### config.mk
export PLATFORM = sky130hd
export DESIGN_NAME = refcounted_lru_buffer_pool_core
export DESIGN_NICKNAME = d
export VERILOG_FILES = /design/src/rtl/rlbp_pkg.sv /design/src/rtl/rlbp_cmp_unit.sv /design/src/rtl/rlbp_seq.sv /design/src/rtl/refcounted_lru_buffer_pool_core.sv
export VERILOG_INCLUDE_DIRS = /design/src /design/src/rtl
export SDC_FILE = /design/constraint.sdc
export NUM_CORES = 1
export LEC_CHECK = 0
export ABC_AREA = 1
export ABC_CLOCK_PERIOD_IN_PS = 10200
export BUFFER_PORTS_ARGS = -buffer_cell sky130_fd_sc_hd__buf_4
export CORE_MARGIN = 3
export CORE_UTILIZATION = 26
export CTS_CLUSTER_DIAMETER = 150
export DETAILED_ROUTE_END_ITERATION = 6
export HOLD_SLACK_MARGIN = 0.03
export SYNTH_ARGS = -nofsm -noshare
export SYNTH_HDL_FRONTEND = slang
export SYNTH_SLANG_ARGS = --single-unit
### constraint.sdc
create_clock -name clock -period 10.2 [get_ports clock]
set_clock_uncertainty 0.15 [all_clocks]
set_input_delay 0 -clock clock [delete_from_list [all_inputs] [get_ports clock]]
set_output_delay 0 -clock clock [all_outputs]
set_load 0.05 [all_outputs]
### src/rtl/refcounted_lru_buffer_pool_core_macros.svh
// ============================================================================
// refcounted lru buffer pool core - assertion macros
// Clocked assertion helpers, compiled out when NO_ASSERTIONS is set.
// ============================================================================
`ifndef REFCOUNTED_LRU_BUFFER_POOL_CORE_MACROS_SVH
`define REFCOUNTED_LRU_BUFFER_POOL_CORE_MACROS_SVH

`ifndef NO_ASSERTIONS

// checked on every edge once reset is released
`define RLBP_ASSERT(label, clk, rst, prop, msg) \
   label: assert property (@(posedge clk) disable iff (rst) (prop)) else $error(msg);

// checked on every edge, reset included
`define RLBP_ASSERT_ALWAYS(label, clk, prop, msg) \
   label: assert property (@(posedge clk) (prop)) else $error(msg);

`else

`define RLBP_ASSERT(label, clk, rst, prop, msg)
`define RLBP_ASSERT_ALWAYS(label, clk, prop, msg)

`endif

`endif

### src/rtl/rlbp_pkg.sv
`timescale 1ns / 1ps
// ============================================================================
// rlbp_pkg
// Shared constants, codes and inter-module structs of the buffer pool core.
// ============================================================================
package rlbp_pkg;

   // pool geometry
   localparam int NUM_BUFFERS = 16;
   localparam int IDX_W       = $clog2(NUM_BUFFERS);
   localparam int REF_BITS    = 8;

   // fixed field widths of the request and response beats
   localparam int OP_W     = 2;
   localparam int DRIVE_W  = 8;
   localparam int BLOCK_W  = 32;
   localparam int BI_W     = 4;
   localparam int STATUS_W = 2;
   localparam int RIDX_W   = 4;
   localparam int RCNT_W   = 8;

   typedef enum logic [OP_W-1:0] {
      OP_GET       = 2'd0,
      OP_RELEASE   = 2'd1,
      OP_FILL_FAIL = 2'd2,
      OP_UNUSED    = 2'd3
   } opcode_type;

   typedef enum logic [STATUS_W-1:0] {
      ST_DONE    = 2'd0,
      ST_FILL    = 2'd1,
      ST_NO_BUF  = 2'd2,
      ST_CNT_ERR = 2'd3
   } status_type;

   typedef enum logic [2:0] {
      S_IDLE,
      S_SCAN,
      S_GET_END,
      S_REL,
      S_POS_SCAN,
      S_FAIL,
      S_NOP
   } state_type;

   // flags from the shared compare unit
   typedef struct packed {
      logic                tag_hit;
      logic                cnt_zero;
      logic                cnt_one;
      logic                cnt_max;
      logic                order_hit;
      logic [REF_BITS-1:0] cnt_inc;
      logic [REF_BITS-1:0] cnt_dec;
   } cmp_res_type;

   // sequencer controls to the datapath
   typedef struct packed {
      logic             busy;
      logic             scan_last;
      logic [IDX_W-1:0] scan_ptr;
      logic             in_scan;
      logic             in_get_end;
      logic             in_rel;
      logic             in_pos_scan;
      logic             in_fail;
      logic             in_nop;
   } seq_ctrl_type;

endpackage

### src/rtl/rlbp_cmp_unit.sv
`timescale 1ns / 1ps
// ============================================================================
// rlbp_cmp_unit
// Shared compare and count arithmetic, applied to one pool entry per cycle.
// ============================================================================
module rlbp_cmp_unit
   import rlbp_pkg::*;
(
   input  logic                entry_valid,
   input  logic [DRIVE_W-1:0]  entry_drive,
   input  logic [BLOCK_W-1:0]  entry_block,
   input  logic [REF_BITS-1:0] entry_count,
   input  logic [IDX_W-1:0]    order_val,
   input  logic [IDX_W-1:0]    cur_idx,
   input  logic [DRIVE_W-1:0]  want_drive,
   input  logic [BLOCK_W-1:0]  want_block,
   output cmp_res_type         res
);

   // tag compare, count tests and the count incrementer and decrementer
   always_comb begin
      res.tag_hit   = entry_valid && (entry_drive == want_drive) && (entry_block == want_block);
      res.cnt_zero  = (entry_count == '0);
      res.cnt_one   = (entry_count == REF_BITS'(1));
      res.cnt_max   = &entry_count;
      res.order_hit = (order_val == cur_idx);
      res.cnt_inc   = entry_count + REF_BITS'(1);
      res.cnt_dec   = entry_count - REF_BITS'(1);
   end

endmodule

### src/rtl/rlbp_seq.sv
`timescale 1ns / 1ps
// ============================================================================
// rlbp_seq
// Sequencer: walks the recency list one position a cycle for gets and for releases that free an entry.
// ============================================================================
module rlbp_seq
   import rlbp_pkg::*;
(
   input  logic         clock,
   input  logic         reset,
   input  logic         start,
   input  opcode_type   opcode,
   input  logic         range_err,
   input  cmp_res_type  cmp,
   output seq_ctrl_type ctrl
);

   state_type        state_ff, state_in;
   logic [IDX_W-1:0] ptr_ff, ptr_in;
   logic             last;

   assign last = (ptr_ff == IDX_W'(NUM_BUFFERS - 1));

   // next state
   always_comb begin
      state_in = state_ff;
      unique case (state_ff)
         S_IDLE: begin
            if (start) begin
               unique case (opcode)
                  OP_GET:       state_in = S_SCAN;
                  OP_RELEASE:   state_in = S_REL;
                  OP_FILL_FAIL: state_in = S_FAIL;
                  default:      state_in = S_NOP;
               endcase
            end
         end
         S_SCAN: begin
            if (cmp.tag_hit || last) state_in = S_GET_END;
         end
         S_GET_END: state_in = S_IDLE;
         S_REL: begin
            if (!range_err && !cmp.cnt_zero && cmp.cnt_one) state_in = S_POS_SCAN;
            else state_in = S_IDLE;
         end
         S_POS_SCAN: begin
            if (cmp.order_hit || last) state_in = S_IDLE;
         end
         S_FAIL:  state_in = S_IDLE;
         S_NOP:   state_in = S_IDLE;
         default: state_in = S_IDLE;
      endcase
   end

   // list position pointer
   always_comb begin
      ptr_in = ptr_ff;
      if (state_ff == S_IDLE) ptr_in = '0;
      else if ((state_ff == S_SCAN || state_ff == S_POS_SCAN) && !last) ptr_in = ptr_ff + IDX_W'(1);
   end

   always_ff @(posedge clock) begin
      if (reset) begin
         state_ff <= S_IDLE;
         ptr_ff   <= '0;
      end else begin
         state_ff <= state_in;
         ptr_ff   <= ptr_in;
      end
   end

   // outputs
   always_comb begin
      ctrl.busy        = (state_ff != S_IDLE);
      ctrl.scan_last   = last;
      ctrl.scan_ptr    = ptr_ff;
      ctrl.in_scan     = 1'b0;
      ctrl.in_get_end  = 1'b0;
      ctrl.in_rel      = 1'b0;
      ctrl.in_pos_scan = 1'b0;
      ctrl.in_fail     = 1'b0;
      ctrl.in_nop      = 1'b0;
      unique case (state_ff)
         S_IDLE:     ;
         S_SCAN:     ctrl.in_scan     = 1'b1;
         S_GET_END:  ctrl.in_get_end  = 1'b1;
         S_REL:      ctrl.in_rel      = 1'b1;
         S_POS_SCAN: ctrl.in_pos_scan = 1'b1;
         S_FAIL:     ctrl.in_fail     = 1'b1;
         S_NOP:      ctrl.in_nop      = 1'b1;
         default:    ;
      endcase
   end

endmodule

### src/rtl/refcounted_lru_buffer_pool_core.sv
`timescale 1ns / 1ps
// ============================================================================
// refcounted_lru_buffer_pool_core
// Tag and reference-count manager for a pool of sixteen block buffers.
// ============================================================================
// Usage:
//   A request beat (req_opcode, req_drive_id, req_block_number, req_buf_index)
//   is taken at a rising edge with start high and busy low. busy stays high
//   while the request is worked on; start is ignored meanwhile.
//   Exactly one response beat follows each request: rsp_valid is high for one
//   cycle with rsp_status, rsp_result_index and rsp_ref_count_after, and the
//   receiver takes it at the edge that ends that cycle; there is no stall.
//   Get walks the recency list one position per cycle through a single
//   compare unit, stopping on a tag hit; a miss walks the whole list.
//   Release answers without a walk; when the count drops to zero it
//   walks the list instead to find the entry's position, shifts the list
//   towards the head at the edge that finds it and answers from that step.
//   Fill failed and the unused opcode answer without a walk.
//   busy falls in the cycle the response is shown, so the next request may be
//   taken in that same cycle.
//   Reset (synchronous, active high) clears valid bits and counts and puts
//   entry p at list position p; tags stay undefined until a get claims one.
// ============================================================================
`include "refcounted_lru_buffer_pool_core_macros.svh"

module refcounted_lru_buffer_pool_core
   import rlbp_pkg::*;
(
   input  logic                clock,
   input  logic                reset,
   input  logic                start,
   output logic                busy,
   input  logic [OP_W-1:0]     req_opcode,
   input  logic [DRIVE_W-1:0]  req_drive_id,
   input  logic [BLOCK_W-1:0]  req_block_number,
   input  logic [BI_W-1:0]     req_buf_index,
   output logic                rsp_valid,
   output logic [STATUS_W-1:0] rsp_status,
   output logic [RIDX_W-1:0]   rsp_result_index,
   output logic [RCNT_W-1:0]   rsp_ref_count_after
);

   seq_ctrl_type ctrl;
   cmp_res_type  cmp;
   logic         accept;

   // pool state
   logic [DRIVE_W-1:0]  tag_drive_ff [NUM_BUFFERS];
   logic [BLOCK_W-1:0]  tag_block_ff [NUM_BUFFERS];
   logic [NUM_BUFFERS-1:0] valid_ff;
   logic [REF_BITS-1:0] count_ff [NUM_BUFFERS];
   logic [IDX_W-1:0]    order_ff [NUM_BUFFERS];

   // request and scan context
   logic [DRIVE_W-1:0] drive_ff;
   logic [BLOCK_W-1:0] block_ff;
   logic [BI_W-1:0]    bi_ff;
   logic [IDX_W-1:0]   cur_ff, cur_in;
   logic               range_err_ff;
   logic               hit_found_ff, hit_found_in;
   logic               free_found_ff, free_found_in;

   // response beat
   logic              rsp_valid_ff, rsp_valid_in;
   status_type        rsp_status_ff, rsp_status_in;
   logic [RIDX_W-1:0] rsp_idx_ff, rsp_idx_in;
   logic [RCNT_W-1:0] rsp_cnt_ff, rsp_cnt_in;

   logic [IDX_W-1:0] sel_idx;
   logic [IDX_W-1:0] ord_val;
   logic             shift_en;
   logic             cnt_we;
   logic [REF_BITS-1:0] cnt_wdata;
   logic             claim_we;
   logic             fail_we;
   logic [NUM_BUFFERS-1:0] cnt_nz;

   assign busy   = ctrl.busy;
   assign accept = start && !ctrl.busy;

   rlbp_seq u_seq (
      .clock     (clock),
      .reset     (reset),
      .start     (start),
      .opcode    (opcode_type'(req_opcode)),
      .range_err (range_err_ff),
      .cmp       (cmp),
      .ctrl      (ctrl)
   );

   // entry under the compare unit: list walk during a get, else the held entry
   assign ord_val = order_ff[ctrl.scan_ptr];
   assign sel_idx = ctrl.in_scan ? ord_val : cur_ff;

   rlbp_cmp_unit u_cmp (
      .entry_valid (valid_ff[sel_idx]),
      .entry_drive (tag_drive_ff[sel_idx]),
      .entry_block (tag_block_ff[sel_idx]),
      .entry_count (count_ff[sel_idx]),
      .order_val   (ord_val),
      .cur_idx     (cur_ff),
      .want_drive  (drive_ff),
      .want_block  (block_ff),
      .res         (cmp)
   );

   // scan bookkeeping, updates and response
   always_comb begin
      cur_in        = cur_ff;
      hit_found_in  = hit_found_ff;
      free_found_in = free_found_ff;
      rsp_valid_in  = 1'b0;
      rsp_status_in = ST_DONE;
      rsp_idx_in    = '0;
      rsp_cnt_in    = '0;
      shift_en      = 1'b0;
      cnt_we        = 1'b0;
      cnt_wdata     = '0;
      claim_we      = 1'b0;
      fail_we       = 1'b0;

      if (accept) begin
         cur_in        = IDX_W'(req_buf_index);
         hit_found_in  = 1'b0;
         free_found_in = 1'b0;
      end

      // get: first tag hit wins, first free entry is kept as fallback
      if (ctrl.in_scan) begin
         if (cmp.tag_hit) begin
            hit_found_in = 1'b1;
            cur_in       = sel_idx;
         end else if (cmp.cnt_zero && !free_found_ff) begin
            free_found_in = 1'b1;
            cur_in        = sel_idx;
         end
      end

      if (ctrl.in_get_end) begin
         rsp_valid_in = 1'b1;
         if (hit_found_ff) begin
            rsp_idx_in = RIDX_W'(cur_ff);
            if (cmp.cnt_max) begin
               rsp_status_in = ST_CNT_ERR;
               rsp_cnt_in    = RCNT_W'(count_ff[cur_ff]);
            end else begin
               cnt_we     = 1'b1;
               cnt_wdata  = cmp.cnt_inc;
               rsp_cnt_in = RCNT_W'(cmp.cnt_inc);
            end
         end else if (free_found_ff) begin
            claim_we      = 1'b1;
            cnt_we        = 1'b1;
            cnt_wdata     = REF_BITS'(1);
            rsp_status_in = ST_FILL;
            rsp_idx_in    = RIDX_W'(cur_ff);
            rsp_cnt_in    = RCNT_W'(1);
         end else begin
            rsp_status_in = ST_NO_BUF;
         end
      end

      // release: decrement, and walk for the list place when it hits zero
      if (ctrl.in_rel) begin
         rsp_idx_in = RIDX_W'(bi_ff);
         if (range_err_ff || cmp.cnt_zero) begin
            rsp_valid_in  = 1'b1;
            rsp_status_in = ST_CNT_ERR;
         end else begin
            cnt_we    = 1'b1;
            cnt_wdata = cmp.cnt_dec;
            if (!cmp.cnt_one) begin
               rsp_valid_in = 1'b1;
               rsp_cnt_in   = RCNT_W'(cmp.cnt_dec);
            end
         end
      end

      if (ctrl.in_pos_scan && (cmp.order_hit || ctrl.scan_last)) begin
         shift_en     = cmp.order_hit;
         rsp_valid_in = 1'b1;
         rsp_idx_in   = RIDX_W'(bi_ff);
      end

      // fill failed: free and invalidate
      if (ctrl.in_fail) begin
         rsp_valid_in = 1'b1;
         rsp_idx_in   = RIDX_W'(bi_ff);
         if (range_err_ff) rsp_status_in = ST_CNT_ERR;
         else fail_we = 1'b1;
      end

      if (ctrl.in_nop) rsp_valid_in = 1'b1;
   end

   // request capture
   always_ff @(posedge clock) begin
      if (accept) begin
         drive_ff     <= req_drive_id;
         block_ff     <= req_block_number;
         bi_ff        <= req_buf_index;
         range_err_ff <= ({1'b0, req_buf_index} >= (BI_W + 1)'(NUM_BUFFERS));
      end
      cur_ff <= cur_in;
   end

   // tags, written only on a claim
   always_ff @(posedge clock) begin
      if (claim_we) begin
         tag_drive_ff[cur_ff] <= drive_ff;
         tag_block_ff[cur_ff] <= block_ff;
      end
   end

   // valid bits, counts, recency list and control flags
   always_ff @(posedge clock) begin
      if (reset) begin
         valid_ff      <= '0;
         hit_found_ff  <= 1'b0;
         free_found_ff <= 1'b0;
         rsp_valid_ff  <= 1'b0;
         for (int i = 0; i < NUM_BUFFERS; i++) begin
            count_ff[i] <= '0;
            order_ff[i] <= IDX_W'(i);
         end
      end else begin
         hit_found_ff  <= hit_found_in;
         free_found_ff <= free_found_in;
         rsp_valid_ff  <= rsp_valid_in;
         if (cnt_we) count_ff[cur_ff] <= cnt_wdata;
         if (claim_we) valid_ff[cur_ff] <= 1'b1;
         if (fail_we) begin
            count_ff[cur_ff] <= '0;
            valid_ff[cur_ff] <= 1'b0;
         end
         // move to tail: positions from the hit onwards take their successor
         if (shift_en) begin
            for (int p = 0; p < NUM_BUFFERS - 1; p++) begin
               if (IDX_W'(p) >= ctrl.scan_ptr) order_ff[p] <= order_ff[p + 1];
            end
            order_ff[NUM_BUFFERS - 1] <= cur_ff;
         end
      end
   end

   // response beat registers
   always_ff @(posedge clock) begin
      rsp_status_ff <= rsp_status_in;
      rsp_idx_ff    <= rsp_idx_in;
      rsp_cnt_ff    <= rsp_cnt_in;
   end

   assign rsp_valid           = rsp_valid_ff;
   assign rsp_status          = rsp_status_ff;
   assign rsp_result_index    = rsp_idx_ff;
   assign rsp_ref_count_after = rsp_cnt_ff;

   // entries holding references
   always_comb begin
      for (int i = 0; i < NUM_BUFFERS; i++) cnt_nz[i] = |count_ff[i];
   end

   // checks
   `RLBP_ASSERT(a_accept_busy, clock, reset, accept |=> busy, "accepted request did not raise busy")
   `RLBP_ASSERT(a_rsp_after_busy, clock, reset, rsp_valid |-> $past(busy), "response beat without a request in progress")
   `RLBP_ASSERT(a_rsp_single, clock, reset, rsp_valid |=> !rsp_valid, "two response beats in a row")
   `RLBP_ASSERT(a_ref_implies_valid, clock, reset, (cnt_nz & ~valid_ff) == '0, "referenced entry is not valid")

endmodule

# After elaboration in Yosys (flattened, before gate mapping)
# Memory sizes are Yosys's and may differ from the RTL's. A register that Yosys moved wholly into a read port is not among the register bits.
# Index checks and enable logic that the tools add are counted.
# totals
register_bits,88
ramBits,832
inputBits,49
output_inout_bits,16
word_cells,264
memories,4
# op_classes
add_sub_neg,3
order_cmp,18
eq_ne,16
mux,167
bitwise_logic,20
n_reduce_logical,23
# mem_list
name,depth,width,read_ports,rd_ports_with_merged_regs,wr,line,source
tag_block_ff,16,32,1,0,1,refcounted_lru_buffer_pool_core.sv:49,logic [BLOCK_W-1:0] tag_block_ff [NUM_BUFFERS];
count_ff,16,8,2,1,16,refcounted_lru_buffer_pool_core.sv:51,logic [REF_BITS-1:0] count_ff [NUM_BUFFERS];
tag_drive_ff,16,8,1,0,1,refcounted_lru_buffer_pool_core.sv:48,logic [DRIVE_W-1:0] tag_drive_ff [NUM_BUFFERS];
order_ff,16,4,16,1,16,refcounted_lru_buffer_pool_core.sv:52,logic [IDX_W-1:0] order_ff [NUM_BUFFERS];
# ops
cell,n
$mux W4,30
$mux W1,107
$mux W8,13
$mux W16,3
$eq A32 B32 Y1,1
$ge A4 B4 Y1 const A,7
$or A1 B1 Y1,17
$and A16 B16 Y16,1
$ge A3 B4 Y1 const A,4
$not A16 Y16,1
$or A16 B16 Y16,1
$mux W2,6
$mux W3,4
$pmux W3 S4,1
$lt A4 B5 Y1 const B,2
$eq A3 B3 Y1 const B,3
$pmux W3 S3,1
$add A8 B1 Y8 const B,1
$eq A8 B1 Y1 const B,1
$eq A8 B8 Y1,1
$ge A1 B4 Y1 const A,2
$ge A2 B4 Y1 const A,2
$logic_and A1 B1 Y1,8
$logic_not A8 Y1,1
other kinds (22),29

# Longest topological paths before layout
# An unclocked memory read counts as a cell.
# depth
ltp_word,16
ltp_mapped,30
mapped_depth_nobuf,26

# Modules after synthesis
# From an unflattened synthesis, not the netlist that was laid out.
# hier_totals
cells_unflattened,4439
area_unflattened_um2,43128.9
# by_module_without_submodules
module,instances,cells_each,area_each_um2,seq_area_each_um2
refcounted_lru_buffer_pool_core,1,4127,41536.1,27045.9
rlbp_cmp_unit,1,245,1137.3,0.0
rlbp_seq,1,67,455.4,140.1

# Worst setup path after synthesis
# No wires, ideal clock.
# synth_timing
path_type,reg-to-reg
start,register u_seq.state_ff[1]
end,register (tool-made name)
setup_ns,0.081
arrival_ns,4.322
t_required_ns,9.969
slack_ns,5.647
path_stages_with_launch,10
path_buffers,1
synth_period_minus_slack_ns,4.553
path_cell_list,dfxtp_1 -> inv_2 -> nor2_1 -> inv_1 -> nor2_1 -> nand3_1 -> clkbuf_1 -> nor3_1 -> o21ai_0 -> a21oi_1
# synth_lines
item,line,source
start: declaration,rlbp_seq.sv:18,"state_type state_ff, state_in;"
start signal: assignment,rlbp_seq.sv:67,state_ff <= state_in;

==> impl_metrics.json <==
{
  "worstSetupEndpointType": "flip-flop",
  "placementRows": 143,
  "period_share_pct": 64.3,
  "place_inst": 5640,
  "power.leakage_nw": 16.4,
  "first_pass_iters": 6,
  "hold_class": "in -> reg",
  "detail-route-antenna-nets": 0,
  "synth-edff-count": 876,
  "grt_max_degree": 207,
  "power_density_nw_per_um2": 309,
  "syn_nets": 3764,
  "core-area_sq_um": 153000,
  "worstPathRequired_ns": 10.64,
  "first_global_vias": 27000,
  "cap_viol_max_count": 0,
  "path_max_fanout": 144,
  "synth.distinct_cells": 51,
  "outcome": "finished clean",
  "portBuffers": 64,
  "final_hold_viol_count": 0,
  "die_x_um": 400,
  "io_pins": 65,
  "wl_per_cell_um": 19.2,
  "clock_latency_ns": 0.70,
  "synth_flop_cell": "edfxtp_1",
  "hold_ws_ns": 0.144,
  "setup_viol": 0,
  "antenna_found_initial": 0,
  "syn-cell-area_sq_um": 40400,
  "period_minus_slack_ns": 6.56,
  "cts.sink_count": 924,
  "area_growth_pct": 15.8,
  "slew-limit-headroom_pct": 24.8,
  "drive_above_1_share_pct": 9.26,
  "worstPathArrival_ns": 6.99,
  "multiInputGateArea_sq_um": 11400,
  "grt_util_all_layers_pct": 13.9,
  "fp.dieH_um": 400,
  "final_nets": 3860,
  "drc": 0,
  "cts_root_buf": "clkbuf_16",
  "final_cells": 5917,
  "worst_setup_path_start_kind": "flip-flop",
  "seq_area_frac_synth_pct": 67.6,
  "cts_buffer_depth": 3,
  "ir_worst_vdd_v": 0.000328,
  "clock.fmax_mhz": 152,
  "synthArstFlopShare_pct": 0,
  "drtIter0Drc": 2929,
  "wl_um": 114000,
  "rsz0062_at_grt": "false",
  "r2r_slack_ns": 3.64,
  "dpl.hpwl_um": 61100,
  "num-fill-cells": 15700,
  "register_area_sq_um": 27300,
  "routed-via-count": 28600,
  "htreeDepth": 3,
  "grt_first_pass_wirelength_um": 171000,
  "slew_viol_final": 0,
  "syn-instance-count": 3709,
  "dieArea_sq_um": 160000,
  "tns_ns": 0,
  "place.gp.congestion": 0.891,
  "synth-seq-cells": 924,
  "worst-slew-pin-transition_ns": 1.12,
  "syn_avg_cell_area_sq_um": 10.9,
  "clk_pin_slew_ns": 0.06,
  "vias_per_cell": 4.83,
  "crit_type": "reg -> reg",
  "yosys_warnings": 0,
  "cts_resized": 0,
  "numCtsBuffers": 98,
  "start_util_pct": 26.4,
  "cts_tree": "done",
  "num_antenna_cells": 0,
  "grt_overflow": 0
}
[timing repair]
item,4_1_cts,5_1_grt
endpoints found under the setup margin,0,0
endpoints found under the hold margin,160,0
hold buffers,95,0
setup buffers,0,0
[through the flow]
stage	util (%)	setup WS, ns	power, W	area [sq um]
floorplan	-	5.65	0.00925	40400
global placement	27.9	4.11	0.0109	42700
detailed placement	27.9	4.10	0.0110	42700
CTS	30.5	3.60	0.0144	46700
global route	30.5	3.14	0.0153	46700
finish	30.5	3.64	0.0144	46700
[sequential cells by signal, indices dropped and copies added, names as in the netlist, 2 cells and up, named ones only]
| name | cells |
|---|---|
| bi_ff | 4 |
| block_ff | 32 |
| count_ff | 128 |
| cur_ff | 4 |
| drive_ff | 8 |
| order_ff | 64 |
| rsp_ref_count_after | 8 |
| rsp_result_index | 4 |
| rsp_status | 2 |
| tag_block_ff | 512 |
| tag_drive_ff | 128 |
| u_seq.ptr_ff | 4 |
| u_seq.state_ff | 3 |
| valid_ff | 15 |
[cell type report]
class / count / area share, %
Clock inverter: 53 / 1.06
Timing Repair Buffer: 210 / 3.94
Multi-Input combinational cell: 2405 / 24.3
Tap cell: 2030 / 5.44
Inverter: 166 / 1.34
Sequential cell: 924 / 58.4
Clock buffer: 129 / 5.54
[report_power, final]
group / internal, W / leakage (nW) / switching (W)
clock network: 0.00191 / 1.49 / 0.00153
registers: 0.00447 / 8.45 / 0.000237
logic: 0.00171 / 6.40 / 0.00457
[synth_stat cells (2+ instances only)]
| cell type | instances | area share [%] |
|---|---|---|
| buf_6 | 24 | 0.67 |
| a21oi_1 | 47 | 0.58 |
| edfxtp_1 | 876 | 65 |
| o221ai_1 | 4 | 0.087 |
| nand3_1 | 792 | 9.8 |
| nor2_1 | 247 | 2.3 |
| xnor2_1 | 2 | 0.043 |
| o21ai_2 | 3 | 0.065 |
| o22ai_1 | 65 | 1.0 |
| o21ai_0 | 80 | 0.99 |
| o21a_1 | 4 | 0.074 |
| nand2_4 | 3 | 0.084 |
| nand2_1 | 966 | 9.0 |
| o211ai_2 | 3 | 0.093 |
| nor3_1 | 25 | 0.31 |
| clkbuf_1 | 53 | 0.49 |
| o211ai_1 | 12 | 0.22 |
| nand4_1 | 6 | 0.093 |
| o21ai_1 | 34 | 0.42 |
| nor2_4 | 4 | 0.11 |
| inv_2 | 18 | 0.17 |
| nand3_4 | 12 | 0.52 |
| clkinv_1 | 2 | 0.019 |
| nand3_2 | 11 | 0.27 |
| buf_4 | 31 | 0.58 |
| buf_2 | 101 | 1.3 |
| buf_8 | 2 | 0.074 |
| nand3b_1 | 18 | 0.33 |
| xor2_1 | 9 | 0.20 |
| buf_1 | 3 | 0.028 |
| or2_1 | 3 | 0.047 |
| nand2_2 | 13 | 0.20 |
| dfxtp_1 | 48 | 2.4 |
| o311ai_0 | 3 | 0.065 |
| inv_1 | 145 | 1.3 |
| nor2_2 | 5 | 0.077 |
| or2_2 | 11 | 0.17 |
| and3_1 | 3 | 0.047 |
| o31ai_1 | 3 | 0.056 |
| ha_1 | 6 | 0.19 |
| nor3_2 | 2 | 0.050 |
[cells in the final DEF (no fill, tap or decap), types with 5 or more instances in the layout]
| cell type | instances |
|---|---|
| o211ai_1 | 12 |
| clkinv_2 | 20 |
| clkbuf_16 | 99 |
| o21ai_0 | 80 |
| or2_2 | 11 |
| a21oi_1 | 47 |
| inv_2 | 19 |
| nor3_1 | 9 |
| nor3_2 | 18 |
| nand3_2 | 11 |
| nand2_1 | 965 |
| ha_1 | 6 |
| nor2_2 | 5 |
| edfxtp_1 | 876 |
| clkbuf_1 | 30 |
| nand3_4 | 12 |
| nand3_1 | 792 |
| dfxtp_1 | 48 |
| buf_4 | 113 |
| nand3b_1 | 18 |
| o22ai_1 | 65 |
| xor2_1 | 9 |
| dlygate4sd3_1 | 95 |
| clkinv_1 | 17 |
| nor2_1 | 247 |
| nand2_2 | 11 |
| o21ai_1 | 34 |
| inv_1 | 144 |
| nand4_1 | 6 |
[cells by family after synthesis]
| group | Yosys count | share of synthesized area, % |
|---|---|---|
| compound gates | 264 | 3.87 |
| xor+xnor | 11 | 0.239 |
| fa+ha+maj | 6 | 0.186 |
| buf+inv | 380 | 4.64 |
| flops | 924 | 67.6 |
| simple gates | 2124 | 23.5 |
[worst paths after layout]
check / start / end / depth (start not counted)
setup / recovery: flip-flop / u_seq.state_ff[0] / 27
hold reg to reg: order_ff[14][2] / order_ff[13][2] / 2
hold / removal: req_buf_index[0] / cur_ff[0] / 5
setup reg to reg: flip-flop / u_seq.state_ff[0] / 27
[routing by layer]
| layer | GRT usage (%) | routed length [um] |
|---|---|---|
| met1 | 19.6 | 50500 |
| met2 | 21.9 | 52200 |
| met3 | 2.39 | 8420 |
| met4 | 3.92 | 2660 |
| met5 | 0 | 0 |
[worst max-delay path, stage by stage (launching register included)]
cell,delay (ns)
dfxtp_1,0.31
buf_4,0.33
inv_2,0.28
nand2_1,0.12
nand3_1,0.07
nand3_1,0.12
nand3_2,0.13
nand2_2,0.14
nand2_2,0.15
nand2_8,0.57
buf_4,0.80
buf_12,0.58
nand2_1,0.11
nand3_1,0.10
nand3_1,0.08
nand3_1,0.14
nand2_1,0.07
nand2_1,0.12
nand3_1,0.23
nor2_1,0.15
nand2_1,0.06
nor2_1,0.13
nand3_1,0.35
nand2_1,0.24
o21ai_1,0.09
nand2_1,0.06
dlygate4sd3_1,0.54
inv_1,0.04
(Power assumes the default switching activity.)
